### config.mk
export PLATFORM = sky130hd
export DESIGN_NAME = factorization_machine_score_unit
export DESIGN_NICKNAME = d
export VERILOG_FILES = /design/src/rtl/core/fmsu_pkg.sv /design/src/rtl/core/fmsu_ram.sv /design/src/rtl/core/fmsu_front.sv /design/src/rtl/core/fmsu_back.sv /design/src/rtl/core/factorization_machine_score_unit.sv
export SDC_FILE = /design/constraint.sdc
export NUM_CORES = 2
export LEC_CHECK = 0
export BUFFER_PORTS_ARGS = -buffer_cell sky130_fd_sc_hd__buf_2
export CELL_PAD_IN_SITES_DETAIL_PLACEMENT = 1
export CELL_PAD_IN_SITES_GLOBAL_PLACEMENT = 1
export CORE_ASPECT_RATIO = 1.4
export CORE_MARGIN = 2
export CORE_UTILIZATION = 45
export DETAILED_ROUTE_END_ITERATION = 10
export GPL_TIMING_DRIVEN = 0
export PLACE_DENSITY = 0.81
export REMOVE_ABC_BUFFERS = 1
export SETUP_SLACK_MARGIN = 0.1
export SYNTH_ARGS = -nofsm -noshare
export SYNTH_HDL_FRONTEND = slang
export SYNTH_SLANG_ARGS = --single-unit
### constraint.sdc
create_clock -name i_clk -period 14.5 [get_ports i_clk]
set_input_delay 0.725 -clock i_clk [delete_from_list [all_inputs] [get_ports i_clk]]
set_output_delay 0.725 -clock i_clk [all_outputs]
set_load 0.01 [all_outputs]
### src/rtl/core/fmsu_pkg.sv
`default_nettype none

package fmsu_pkg;

    localparam int FACTOR_COUNT_DEF = 16;

    localparam int VALUE_W   = 16;
    localparam int FIDX_W    = 6;
    localparam int ACC_W     = 27;
    localparam int SQ_W      = 45;
    localparam int VSQ_W     = 31;
    localparam int FPROD_W   = 54;
    localparam int SUM_W     = 60;
    localparam int DIFF_W    = SUM_W + 1;
    localparam int FULL_W    = DIFF_W + 1;
    localparam int SCORE_W   = 48;
    localparam int FRAC_SHIFT = 12;

    localparam int QUEUE_DEPTH = 4;

    localparam logic [SQ_W-1:0] SQT_MAX = {1'b0, {(SQ_W-1){1'b1}}};

    typedef enum logic [1:0] {
        CLS_NONE,
        CLS_LINEAR,
        CLS_FACTOR
    } t_cls;

    typedef struct packed {
        t_cls                      cls;
        logic signed [VALUE_W-1:0] value;
        logic [FIDX_W-1:0]         fidx;
        logic                      last;
    } t_item;

    // Clamp a sum that has one guard bit back into the accumulator range.
    function automatic logic signed [ACC_W-1:0] sat_acc(input logic [ACC_W:0] x);
        logic signed [ACC_W-1:0] res;
        if (x[ACC_W] != x[ACC_W-1]) begin
            res = x[ACC_W] ? {1'b1, {(ACC_W-1){1'b0}}} : {1'b0, {(ACC_W-1){1'b1}}};
        end else begin
            res = x[ACC_W-1:0];
        end
        return res;
    endfunction

endpackage

`default_nettype wire

### src/rtl/core/fmsu_ram.sv
`default_nettype none

module fmsu_ram #(
    parameter int W     = 8,
    parameter int DEPTH = 16,
    localparam int AW   = (DEPTH > 1) ? $clog2(DEPTH) : 1
) (
    input  wire logic          i_clk,
    input  wire logic          i_we,
    input  wire logic [AW-1:0] i_waddr,
    input  wire logic [W-1:0]  i_wdata,
    input  wire logic [AW-1:0] i_raddr,
    output logic [W-1:0]       o_rdata
);

    logic [W-1:0] r_mem [DEPTH];

    always_ff @(posedge i_clk) begin
        if (i_we) begin
            r_mem[i_waddr] <= i_wdata;
        end
        o_rdata <= r_mem[i_raddr];
    end

endmodule

`default_nettype wire

### src/rtl/core/fmsu_front.sv
`default_nettype none

module fmsu_front #(
    parameter int FACTOR_COUNT = fmsu_pkg::FACTOR_COUNT_DEF
) (
    input  wire logic                                 i_clk,
    input  wire logic                                 i_rst_n,
    input  wire logic                                 i_push,
    output logic                                      o_full,
    input  wire logic                                 i_kind,
    input  wire logic signed [fmsu_pkg::VALUE_W-1:0]  i_value,
    input  wire logic [fmsu_pkg::FIDX_W-1:0]          i_factor_index,
    input  wire logic                                 i_last,
    output logic                                      o_q_valid,
    output fmsu_pkg::t_item                           o_q_item,
    input  wire logic                                 i_q_pop
);

    localparam int QD   = fmsu_pkg::QUEUE_DEPTH;
    localparam int QP_W = $clog2(QD);
    localparam int QC_W = $clog2(QD + 1);

    fmsu_pkg::t_item r_mem [QD];
    logic [QP_W-1:0] r_wptr;
    logic [QP_W-1:0] r_rptr;
    logic [QC_W-1:0] r_count;

    fmsu_pkg::t_item in_item;
    logic            push_ok;
    logic            pop_ok;

    always_comb begin
        in_item.value = i_value;
        in_item.fidx  = i_factor_index;
        in_item.last  = i_last;
        if (!i_kind) begin
            in_item.cls = fmsu_pkg::CLS_LINEAR;
        end else if ({1'b0, i_factor_index} < (fmsu_pkg::FIDX_W + 1)'(FACTOR_COUNT)) begin
            in_item.cls = fmsu_pkg::CLS_FACTOR;
        end else begin
            in_item.cls = fmsu_pkg::CLS_NONE;
        end
    end

    assign o_full    = (r_count == QC_W'(QD));
    assign o_q_valid = (r_count != '0);
    assign o_q_item  = r_mem[r_rptr];
    assign push_ok   = i_push && !o_full;
    assign pop_ok    = i_q_pop && o_q_valid;

    always_ff @(posedge i_clk) begin
        if (push_ok) begin
            r_mem[r_wptr] <= in_item;
        end
        if (!i_rst_n) begin
            r_wptr  <= '0;
            r_rptr  <= '0;
            r_count <= '0;
        end else begin
            if (push_ok) begin
                r_wptr <= (r_wptr == QP_W'(QD - 1)) ? '0 : r_wptr + 1'b1;
            end
            if (pop_ok) begin
                r_rptr <= (r_rptr == QP_W'(QD - 1)) ? '0 : r_rptr + 1'b1;
            end
            if (push_ok && !pop_ok) begin
                r_count <= r_count + 1'b1;
            end else if (pop_ok && !push_ok) begin
                r_count <= r_count - 1'b1;
            end
        end
    end

`ifndef SYNTHESIS
    a_count_range: assert property (@(posedge i_clk) disable iff (!i_rst_n)
        r_count <= QC_W'(QD))
        else $error("front queue count beyond depth");
    a_count_grow: assert property (@(posedge i_clk) disable iff (!i_rst_n)
        (push_ok && !pop_ok) |=> (r_count == $past(r_count) + 1'b1))
        else $error("front queue count did not grow on a lone push");
`endif

endmodule

`default_nettype wire

### src/rtl/core/fmsu_back.sv
`default_nettype none

module fmsu_back #(
    parameter int FACTOR_COUNT = fmsu_pkg::FACTOR_COUNT_DEF,
    localparam int FI_W = (FACTOR_COUNT > 1) ? $clog2(FACTOR_COUNT) : 1
) (
    input  wire logic                                i_clk,
    input  wire logic                                i_rst_n,
    input  wire logic                                i_q_valid,
    input  wire fmsu_pkg::t_item                     i_q_item,
    output logic                                     o_q_pop,
    output logic                                     o_empty,
    input  wire logic                                i_pop,
    output logic signed [fmsu_pkg::SCORE_W-1:0]      o_score,
    output logic                                     o_saturated
);

    localparam int ACC_W   = fmsu_pkg::ACC_W;
    localparam int SQ_W    = fmsu_pkg::SQ_W;
    localparam int VSQ_W   = fmsu_pkg::VSQ_W;
    localparam int FPROD_W = fmsu_pkg::FPROD_W;
    localparam int SUM_W   = fmsu_pkg::SUM_W;
    localparam int DIFF_W  = fmsu_pkg::DIFF_W;
    localparam int FULL_W  = fmsu_pkg::FULL_W;
    localparam int SCORE_W = fmsu_pkg::SCORE_W;
    localparam int VALUE_W = fmsu_pkg::VALUE_W;
    localparam int FRAC    = fmsu_pkg::FRAC_SHIFT;
    localparam logic [FI_W-1:0] LAST_IDX = FI_W'(FACTOR_COUNT - 1);

    typedef enum logic [2:0] {
        ST_RUN,
        ST_DRAIN,
        ST_REDUCE,
        ST_RWAIT,
        ST_DIFF,
        ST_EMIT
    } t_state;

    t_state r_state;

    // Accumulators.
    logic signed [ACC_W-1:0] r_lin;
    logic [SQ_W-1:0]         r_sqt;
    logic [FACTOR_COUNT-1:0] r_vbits;

    // Streaming pipeline: s1 updates the factor sum, s2 adds the square.
    logic                    r_s1_valid;
    logic [FI_W-1:0]         r_s1_idx;
    logic signed [VALUE_W-1:0] r_s1_val;
    logic                    r_wb_valid;
    logic [FI_W-1:0]         r_wb_idx;
    logic signed [ACC_W-1:0] r_wb_data;
    logic                    r_s2_valid;
    logic [VSQ_W-1:0]        r_s2_sq;

    // Reduction pipeline.
    logic [FI_W-1:0]         r_ridx;
    logic                    r_r1_valid;
    logic [FI_W-1:0]         r_r1_idx;
    logic                    r_r2_valid;
    logic [FPROD_W-1:0]      r_r2_prod;
    logic [SUM_W-1:0]        r_acc;
    logic signed [DIFF_W-1:0] r_diff;

    // Result slot.
    logic                    r_res_valid;
    logic signed [SCORE_W-1:0] r_res_score;
    logic                    r_res_sat;

    logic [FI_W-1:0]         ram_raddr;
    logic [ACC_W-1:0]        ram_rdata;
    logic                    pop_item;
    logic                    out_taken;
    logic                    slot_free;
    logic [ACC_W:0]          lin_raw;
    logic signed [ACC_W-1:0] s1_base;
    logic [ACC_W:0]          s1_raw;
    logic signed [ACC_W-1:0] s1_sum;
    logic signed [2*VALUE_W-1:0] s1_sq;
    logic [SQ_W:0]           sqt_raw;
    logic signed [ACC_W-1:0] r1_fs;
    logic signed [FPROD_W-1:0] r1_prod;
    logic [FULL_W-1:0]       score_full;
    logic                    score_ovf;
    logic signed [SCORE_W-1:0] score_sat;

    assign pop_item  = i_q_valid && (r_state == ST_RUN);
    assign o_q_pop   = pop_item;
    assign out_taken = i_pop && r_res_valid;
    assign slot_free = !r_res_valid || out_taken;
    assign o_empty     = !r_res_valid;
    assign o_score     = r_res_score;
    assign o_saturated = r_res_sat;

    assign ram_raddr = (r_state == ST_REDUCE) ? r_ridx : i_q_item.fidx[FI_W-1:0];

    fmsu_ram #(
        .W     (ACC_W),
        .DEPTH (FACTOR_COUNT)
    ) u_sums (
        .i_clk   (i_clk),
        .i_we    (r_s1_valid),
        .i_waddr (r_s1_idx),
        .i_wdata (s1_sum),
        .i_raddr (ram_raddr),
        .o_rdata (ram_rdata)
    );

    always_comb begin
        lin_raw = {r_lin[ACC_W-1], r_lin}
                + {{(ACC_W + 1 - VALUE_W){i_q_item.value[VALUE_W-1]}}, i_q_item.value};

        // The previous write lands on the same edge as this read, so it is forwarded.
        if (r_wb_valid && (r_wb_idx == r_s1_idx)) begin
            s1_base = r_wb_data;
        end else if (r_vbits[r_s1_idx]) begin
            s1_base = ram_rdata;
        end else begin
            s1_base = '0;
        end
        s1_raw = {s1_base[ACC_W-1], s1_base}
               + {{(ACC_W + 1 - VALUE_W){r_s1_val[VALUE_W-1]}}, r_s1_val};
        s1_sum = fmsu_pkg::sat_acc(s1_raw);
        s1_sq  = r_s1_val * r_s1_val;

        sqt_raw = {1'b0, r_sqt} + (SQ_W + 1)'(r_s2_sq);

        r1_fs   = r_vbits[r_r1_idx] ? ram_rdata : '0;
        r1_prod = r1_fs * r1_fs;

        score_full = {{(FULL_W - ACC_W - FRAC){r_lin[ACC_W-1]}}, r_lin, {FRAC{1'b0}}}
                   + {{2{r_diff[DIFF_W-1]}}, r_diff[DIFF_W-1:1]};
        score_ovf  = (score_full[FULL_W-1:SCORE_W-1] != {(FULL_W - SCORE_W + 1){1'b0}})
                  && (score_full[FULL_W-1:SCORE_W-1] != {(FULL_W - SCORE_W + 1){1'b1}});
        if (!score_ovf) begin
            score_sat = score_full[SCORE_W-1:0];
        end else if (score_full[FULL_W-1]) begin
            score_sat = {1'b1, {(SCORE_W-1){1'b0}}};
        end else begin
            score_sat = {1'b0, {(SCORE_W-1){1'b1}}};
        end
    end

    always_ff @(posedge i_clk) begin
        // Payload registers.
        r_s1_idx  <= i_q_item.fidx[FI_W-1:0];
        r_s1_val  <= i_q_item.value;
        r_wb_idx  <= r_s1_idx;
        r_wb_data <= s1_sum;
        r_s2_sq   <= VSQ_W'(s1_sq);
        r_r1_idx  <= r_ridx;
        r_r2_prod <= FPROD_W'(r1_prod);

        if (!i_rst_n) begin
            r_state     <= ST_RUN;
            r_lin       <= '0;
            r_sqt       <= '0;
            r_vbits     <= '0;
            r_s1_valid  <= 1'b0;
            r_wb_valid  <= 1'b0;
            r_s2_valid  <= 1'b0;
            r_ridx      <= '0;
            r_r1_valid  <= 1'b0;
            r_r2_valid  <= 1'b0;
            r_acc       <= '0;
            r_diff      <= '0;
            r_res_valid <= 1'b0;
            r_res_score <= '0;
            r_res_sat   <= 1'b0;
        end else begin
            r_s1_valid <= pop_item && (i_q_item.cls == fmsu_pkg::CLS_FACTOR);
            r_wb_valid <= r_s1_valid;
            r_s2_valid <= r_s1_valid;
            r_r1_valid <= (r_state == ST_REDUCE);
            r_r2_valid <= r_r1_valid;

            if (pop_item && (i_q_item.cls == fmsu_pkg::CLS_LINEAR)) begin
                r_lin <= fmsu_pkg::sat_acc(lin_raw);
            end
            if (r_s1_valid) begin
                r_vbits[r_s1_idx] <= 1'b1;
            end
            if (r_s2_valid) begin
                r_sqt <= (sqt_raw > {1'b0, fmsu_pkg::SQT_MAX}) ? fmsu_pkg::SQT_MAX
                                                               : sqt_raw[SQ_W-1:0];
            end
            if (r_r2_valid) begin
                r_acc <= r_acc + SUM_W'(r_r2_prod);
            end
            // In the emit state the slot is refilled below instead.
            if (out_taken && (r_state != ST_EMIT)) begin
                r_res_valid <= 1'b0;
            end

            unique case (r_state)
                ST_RUN: begin
                    if (pop_item && i_q_item.last) begin
                        r_state <= ST_DRAIN;
                    end
                end
                ST_DRAIN: begin
                    if (!r_s1_valid && !r_s2_valid) begin
                        r_ridx  <= '0;
                        r_acc   <= '0;
                        r_state <= ST_REDUCE;
                    end
                end
                ST_REDUCE: begin
                    r_ridx <= r_ridx + 1'b1;
                    if (r_ridx == LAST_IDX) begin
                        r_state <= ST_RWAIT;
                    end
                end
                ST_RWAIT: begin
                    if (!r_r1_valid && !r_r2_valid) begin
                        r_state <= ST_DIFF;
                    end
                end
                ST_DIFF: begin
                    r_diff  <= {1'b0, r_acc} - DIFF_W'(r_sqt);
                    r_state <= ST_EMIT;
                end
                ST_EMIT: begin
                    if (slot_free) begin
                        r_res_valid <= 1'b1;
                        r_res_score <= score_sat;
                        r_res_sat   <= score_ovf;
                        r_lin       <= '0;
                        r_sqt       <= '0;
                        r_vbits     <= '0;
                        r_state     <= ST_RUN;
                    end else if (out_taken) begin
                        r_res_valid <= 1'b0;
                    end
                end
                default: begin
                    r_state <= ST_RUN;
                end
            endcase
        end
    end

`ifndef SYNTHESIS
    a_reduce_quiet: assert property (@(posedge i_clk) disable iff (!i_rst_n)
        (r_state == ST_REDUCE) |-> (!r_s1_valid && !r_s2_valid))
        else $error("factor sums read for reduction while an update is in flight");
    a_sqt_bound: assert property (@(posedge i_clk) disable iff (!i_rst_n)
        r_sqt <= fmsu_pkg::SQT_MAX)
        else $error("square total above its saturation limit");
    a_clear_after_emit: assert property (@(posedge i_clk) disable iff (!i_rst_n)
        (r_state == ST_EMIT && slot_free)
        |=> (r_lin == '0 && r_sqt == '0 && r_vbits == '0 && r_res_valid))
        else $error("accumulators not cleared when a score was issued");
`endif

endmodule

`default_nettype wire

### src/rtl/core/factorization_machine_score_unit.sv
`default_nettype none

// Second-order factorization machine scorer. Each sample streams in as items that are
// either a linear weight or one latent factor value with its factor index, all Q3.12;
// the item flagged last closes the sample and yields one Q23.24 score saturated to
// 48 bits, with a flag when clipping happened. Items are taken one per cycle while not
// full into a four-entry queue, and the accumulator side drains that queue at one item
// per cycle while it accumulates a sample, with the factor sums in a small RAM of
// FACTOR_COUNT entries. Closing a sample waits for factor updates still in flight, then
// runs the reduction that reads each factor sum once through the RAM's single read port
// and squares it; the queue keeps accepting during that time until it fills. A finished
// score waits in an output register until popped.
module factorization_machine_score_unit #(
    parameter int FACTOR_COUNT = fmsu_pkg::FACTOR_COUNT_DEF
) (
    input  wire logic                                i_clk,
    input  wire logic                                i_rst_n,
    input  wire logic                                push,
    output logic                                     full,
    input  wire logic                                i_kind,
    input  wire logic signed [fmsu_pkg::VALUE_W-1:0] i_value,
    input  wire logic [fmsu_pkg::FIDX_W-1:0]         i_factor_index,
    input  wire logic                                i_last,
    output logic                                     empty,
    input  wire logic                                pop,
    output logic signed [fmsu_pkg::SCORE_W-1:0]      o_score,
    output logic                                     o_saturated
);

    logic            q_valid;
    logic            q_pop;
    fmsu_pkg::t_item q_item;

    fmsu_front #(
        .FACTOR_COUNT (FACTOR_COUNT)
    ) u_front (
        .i_clk          (i_clk),
        .i_rst_n        (i_rst_n),
        .i_push         (push),
        .o_full         (full),
        .i_kind         (i_kind),
        .i_value        (i_value),
        .i_factor_index (i_factor_index),
        .i_last         (i_last),
        .o_q_valid      (q_valid),
        .o_q_item       (q_item),
        .i_q_pop        (q_pop)
    );

    fmsu_back #(
        .FACTOR_COUNT (FACTOR_COUNT)
    ) u_back (
        .i_clk       (i_clk),
        .i_rst_n     (i_rst_n),
        .i_q_valid   (q_valid),
        .i_q_item    (q_item),
        .o_q_pop     (q_pop),
        .o_empty     (empty),
        .i_pop       (pop),
        .o_score     (o_score),
        .o_saturated (o_saturated)
    );

endmodule

`default_nettype wire
Word level (Yosys, flattened, before mapping):

Memory sizes are Yosys's and may differ from the RTL's. A register that Yosys moved wholly into a read port is not among the register bits.
Index checks and enable logic that the tools add are counted.
W data, S select, Z words.

* $add $sub $neg: 11
* $mul: 2
* order comparisons: 5
* equal/unequal tests: 21
* muxes and demuxes: 53
* bitwise operators: 1
* reduce and logical (&&, ||, !) cells: 32

Operators by type and width (count)
* $mux W27: 10
* $mux W45: 4
* $mux W60: 3
* $mux W48: 2
* $add A39 B60 Y61: 1
* $sub A60 B45 Y61: 1
* $add A60 B54 Y60: 1
* $add A27 B16 Y28: 2
* $mul A27 B27 Y54: 1
* $mux W16: 3
* $add A45 B31 Y46: 1
* $gt A46 B44 Y1 const B: 1
* $mul A16 B16 Y31: 1
* $mux W3: 7
* $pmux W3 S6: 1
* $or A16 B16 Y16: 1
* $logic_and A1 B1 Y1: 15
* $ne A15 B15 Y1 const B: 1
* $reduce_bool A15 Y1: 1
* $mux W2: 6
* $mux W1: 11
* $lt A4 B5 Y1 const B: 2
* $eq A3 B3 Y1 const B: 3
* $bmux W1 S4: 2
* other kinds (26): 44

* register bits after elaboration: 417
* memory bits (writable): 532
* output and inout port bits: 51
* word-level logic and storage cells: 151
* memories kept: 2

Memories
* u_back.u_sums.r_mem: depth 16, width 27, read ports 1, clocked after Yosys merged registers in 1, write ports 1, line fmsu_ram.sv:16 `logic [W-1:0] r_mem [DEPTH];`
* u_front.r_mem: depth 4, width 25, read ports 1, clocked after Yosys merged registers in 1, write ports 1, line fmsu_front.sv:23 `fmsu_pkg::t_item r_mem [QD];`

Longest topological paths before layout:

* depth in word-level cells: 8
* depth in mapped cells: 35
* depth with buffers taken out: 32

Modules after synthesis:

From an unflattened synthesis, not the netlist that was laid out.

* cells, all modules: 7488
* area, all modules: 78863.1 um^2

Modules (own cells, without submodules)
* fmsu_back: instances 1, cells each 6594, area an instance 57829.2 um^2
* fmsu_ram: instances 1, cells each 710, area an instance 16892.5 um^2
* fmsu_front: instances 1, cells each 184, area an instance 4141.5 um^2

Worst setup path before layout:

OpenSTA, ideal clock, no wires.

* path type: register to register
* start point: reg u_back.r_r1_idx[0]
* end point: reg u_back.r_r2_prod[52]
* arrival: 8.603 ns
* path slack: 5.825 ns
* stages on the path, launching flop included: 31
* path buffers: 3
* clock period less this slack: 8.675 ns
* cells stage by stage: dfxtp_1 > mux4_2 > mux4_2 > clkbuf_1 > and2_1 > clkbuf_1 > clkbuf_1 > nand2_1 > fa_1 > fa_1 > fa_1 > fa_1 > fa_1 > inv_1 > fa_1 > inv_1 > fa_1 > inv_1 > ha_1 > and3_1 > and2_1 > a221oi_1 > o21ai_0 > a221oi_1 > o21a_1 > o21a_1 > o21a_1 > o31a_1 > o21ai_0 > a221oi_1 > xnor2_1

* longest elaborated chain between the ends: 4

RTL lines
* from (decl): line fmsu_back.sv:59 `logic [FI_W-1:0] r_r1_idx;`
* from (signal assigned): line fmsu_back.sv:151 `r_r1_idx <= r_ridx;`
* $bmux W1 S4: line fmsu_back.sv:128 `r1_fs = r_vbits[r_r1_idx] ? ram_rdata : '0;`
* $mux W1 (implied by the code): line fmsu_back.sv:128
* $mux W27: line fmsu_back.sv:128
* $mul A27 B27 Y54: line fmsu_back.sv:129 `r1_prod = r1_fs * r1_fs;`
* via u_back.r1_prod[52]: line fmsu_back.sv:82 `logic signed [FPROD_W-1:0] r1_prod;`
* to (signal assigned): line fmsu_back.sv:152 `r_r2_prod <= FPROD_W'(r1_prod);`
* to (decl): line fmsu_back.sv:61 `logic [FPROD_W-1:0] r_r2_prod;`

The timed path passes the listed nets, and every way through them passes these cells. The select of a mux whose other input is x is not followed.
A chain may end at the register's enable or synchronous reset.

Worst setup path after layout:

* start point: reg u_back.r_r1_idx[0]
* end point: reg u_back.r_r2_prod[53]

The elaborated chain is that of the path after synthesis.

==> reports/metrics.csv <==
stage;metric;value;unit
clocking;post_cts_buffers;0;
detailed_routing;ant_nets;0;
sta;maxSlewHeadroom;-0.0623;
clocking;clk_pin_slew;0.07;ns
clocking;cts-buffers-inserted;96;
status;status;complete, but fails checks;
logic_synthesis;synthArstFlopShare;0;
logic_synthesis;synth_top_family_by_area;adder cells;
logic_synthesis;yosysTopAreaCell;fa_1;
global_route;grt_pass1_wl;379000;µm
detailed_routing;drt-total-wl;243000;µm
cells_and_area;drive_above_1_share;0.0590;
worst_setup_path;cp_slowest_cell;mux4_4;
logic_synthesis;yosysMostFrequentCell;inv_1;
sta;whs;0.200;ns
detailed_routing;post_drt_wl_per_cell;23.8;µm
clocking;ctsHoldBuffers;0;
sta;period_needed;11.82;ns
die;initial_core_util;0.452;
die;die_height;500;µm
clocking;tritoncts;done;
clocking;ctsRootBufferMaster;clkbuf_16;
worst_setup_path;rrSetupSlack;2.68;ns
detailed_routing;drtPass1Iterations;5;
status;violations;capacitance limit, slew limit;
logic_synthesis;syn_avg_cell_area;9.98;µm²
sta;timing.final.crit_share;0.815;
die;coreArea;0.175;mm²
global_route;antenna_found_initial;9;
logic_synthesis;synthCells;7930;
worst_setup_path;cp-end-kind;register;
clocking;clkLatencyLatePin;0.76;ns
worst_hold_path;min_to;u_front.r_mem[1][3];
logic_synthesis;synthSimpleGateAreaFrac;0.119;
place;dp_hpwl;181000;µm
worst_setup_path;worstPathMaxFanout;112;
global_route;grt_pass1_vias;68000;
cells_and_area;utilization;0.492;
logic_synthesis;synthTopCellsByCount;inv_1 (1270), fa_1 (935), nand2_1 (827);
cells_and_area;nets;9291;
detailed_routing;via_per_inst;5.84;
die;num_rows;182;
worst_setup_path;reg2reg_from;u_back.r_r1_idx[0];
sta;hold_viol_final;0;
sta;clock_skew;0.0733;ns
place;numPortBuffers;78;
logic_synthesis;yosysSeqAreaShare;0.311;
detailed_routing;drtIter0Drc;3929;
sta;setup_viol;0;
clocking;post_cts_resized;0;
sta;timing.fmax;84.6;MHz
worst_setup_path;cp.required;15.08;ns
detailed_routing;drc;0;
logic_synthesis;syn_area;0.0792;mm²
place;globalplace.congestion;0.928;
logic_synthesis;synth_compound_area_frac;0.127;
worst_setup_path;max_stage_delay;0.98;ns
worst_hold_path;hold_start;i_factor_index[2];
logic_synthesis;synthXorXnorAreaFrac;0.0336;
logic_synthesis;synthAdderAreaFrac;0.318;
worst_hold_path;hold-path-cell-count;1;
sta;finalSetupTns;0;ns
global_route;grt_max_degree;117;
worst_hold_path;hp-class;in2reg;
die;ios;79;
clocking;cts_sinks;967;
sta;grt_setup_unrepaired;no;
logic_synthesis;synth_flop_cell;edfxtp_1;
global_route;grt_util_all_layers;0.273;
clocking;cts_buffer_depth;3;
logic_synthesis;synth_top_area_frac;0.236;
sta;worst_slew_pin_slew;1.59;ns
logic_synthesis;muxShareOfSynthArea;0.0154;
worst_setup_path;crit_type;reg2reg;
job;cap_violations;2;
clocking;htreeDepth;3;
place;dp.cells;10000;
global_route;grt_overflow;0;
cells_and_area;syn2layout_area_growth;8.87;%
cells_and_area;fin_cells;10200;
die;dieWidth;358;µm
worst_setup_path;start_kind;register;
logic_synthesis;ys_seq_elements;967;
sta;slew_violations;46;
worst_setup_path;cpMostUsedCell;fa_1;
logic_synthesis;yosysUniqueCellTypes;92;
die;die_area;0.179;mm²
detailed_routing;vias;59700;
worst_setup_path;r2r_cells;29;
logic_synthesis;ys_warn_count;0;
worst_setup_path;critPathArrivalTime;12.40;ns
worst_setup_path;timing.rr.end;u_back.r_r2_prod[53];
logic_synthesis;synth-edff-count;524;
logic_synthesis;ys_top_cells_by_area;fa_1 (24%), edfxtp_1 (20%), dfxtp_1 (11%);
==> worst max path at each step <==
stage / startpoint / depth (start not counted) / end / slack (ns)
after floorplan: register / 6 / u_back.u_sums.o_rdata[0] / 3.29
after global placement: register / 6 / u_back.u_sums.o_rdata[2] / -2.94
after detailed placement: u_back.r_r1_idx[0] / 29 / u_back.r_r2_prod[53] / 2.82
after CTS: u_back.r_r1_idx[0] / 29 / u_back.r_r2_prod[53] / 2.81
after global routing: u_back.r_r1_idx[0] / 29 / u_back.r_r2_prod[53] / 2.25
final: u_back.r_r1_idx[0] / 29 / u_back.r_r2_prod[53] / 2.68
==> cells by family after synthesis <==
family / Yosys count
muxes: 80
xor gates and xnor gates: 303
buffers and inverters: 1616
and+or+nand+nor: 1999
AOI/OAI and AO/OA: 1511
adders and majority gates: 1454
DFF: 967
==> layout make-up <==
type / instances / area, µm²
Clock buffer: 120 / 2620
Timing Repair Buffer: 151 / 1750
Fill cell: 19200 / 88900
Multi-Input combinational cell: 5347 / 48700
Antenna cell: 4 / 10.0
Clock inverter: 60 / 818
Sequential cell: 967 / 24600
Inverter: 1273 / 4780
Tap cell: 2300 / 2880
==> cells in the final DEF, fill, tap and decap left out, types with 108 or more instances in the layout <==
cell and n:
inv_1 1270, edfxtp_1 524, xnor2_1 194, nor2_1 363, o21ai_0 218, a21o_1 150, and3_1 188, xor2_1 108
and2_1 188, a31oi_1 112, fa_1 935, a211oi_1 210, nand2_1 825, ha_1 492, dfxtp_1 429, a21oi_1 423
==> state kept, by name (all words and copies together), names as in the netlist, 2 cells and up, named ones only <==
register and flops:
u_back.o_score 48, u_back.r_acc 60, u_back.r_diff 60, u_back.r_lin 27, u_back.r_r1_idx 4, u_back.r_r2_prod 53, u_back.r_ridx 4, u_back.r_s1_idx 4
u_back.r_s1_val 16, u_back.r_s2_sq 30, u_back.r_sqt 45, u_back.r_state 3, u_back.r_vbits 16, u_back.r_wb_data 27, u_back.r_wb_idx 4, u_back.u_sums.o_rdata 27
u_back.u_sums.r_mem 432, u_front.r_count 3, u_front.r_mem 92, u_front.r_rptr 2, u_front.r_wptr 2
==> routing by layer <==
layer  up-vias  track usage  routed length, µm
met4         0        0.174              17300
met2      2128        0.495             126000
met3       914       0.0420              13600
li1      26400            -                  -
met5         -            0                  0
met1     30300        0.292              86100
==> critical path, delay by kind of cell, from the launching register on <==
kind | cells | cell delay [ns]
adders and majority gates | 8 | 4.16
and+or+nand+nor | 6 | 1.85
buffers and inverters | 5 | 1.67
AOI/OAI and AO/OA | 7 | 1.67
muxes | 2 | 1.54
DFF | 1 | 0.51
xor gates and xnor gates | 1 | 0.13
==> per-stage QoR <==
| stage | instance area, µm² | setup WS [ns] |
|---|---|---|
| after floorplan | 77800 | 3.29 |
| after global placement | 81100 | -2.94 |
| after detailed placement | 82700 | 2.82 |
| after CTS | 86200 | 2.81 |
| after global routing | 86200 | 2.25 |
| final | 86200 | 2.68 |
Power is left out: the tool's default activity adds up to more than one toggle a clock period on the data nets, which glitch-free logic cannot reach.
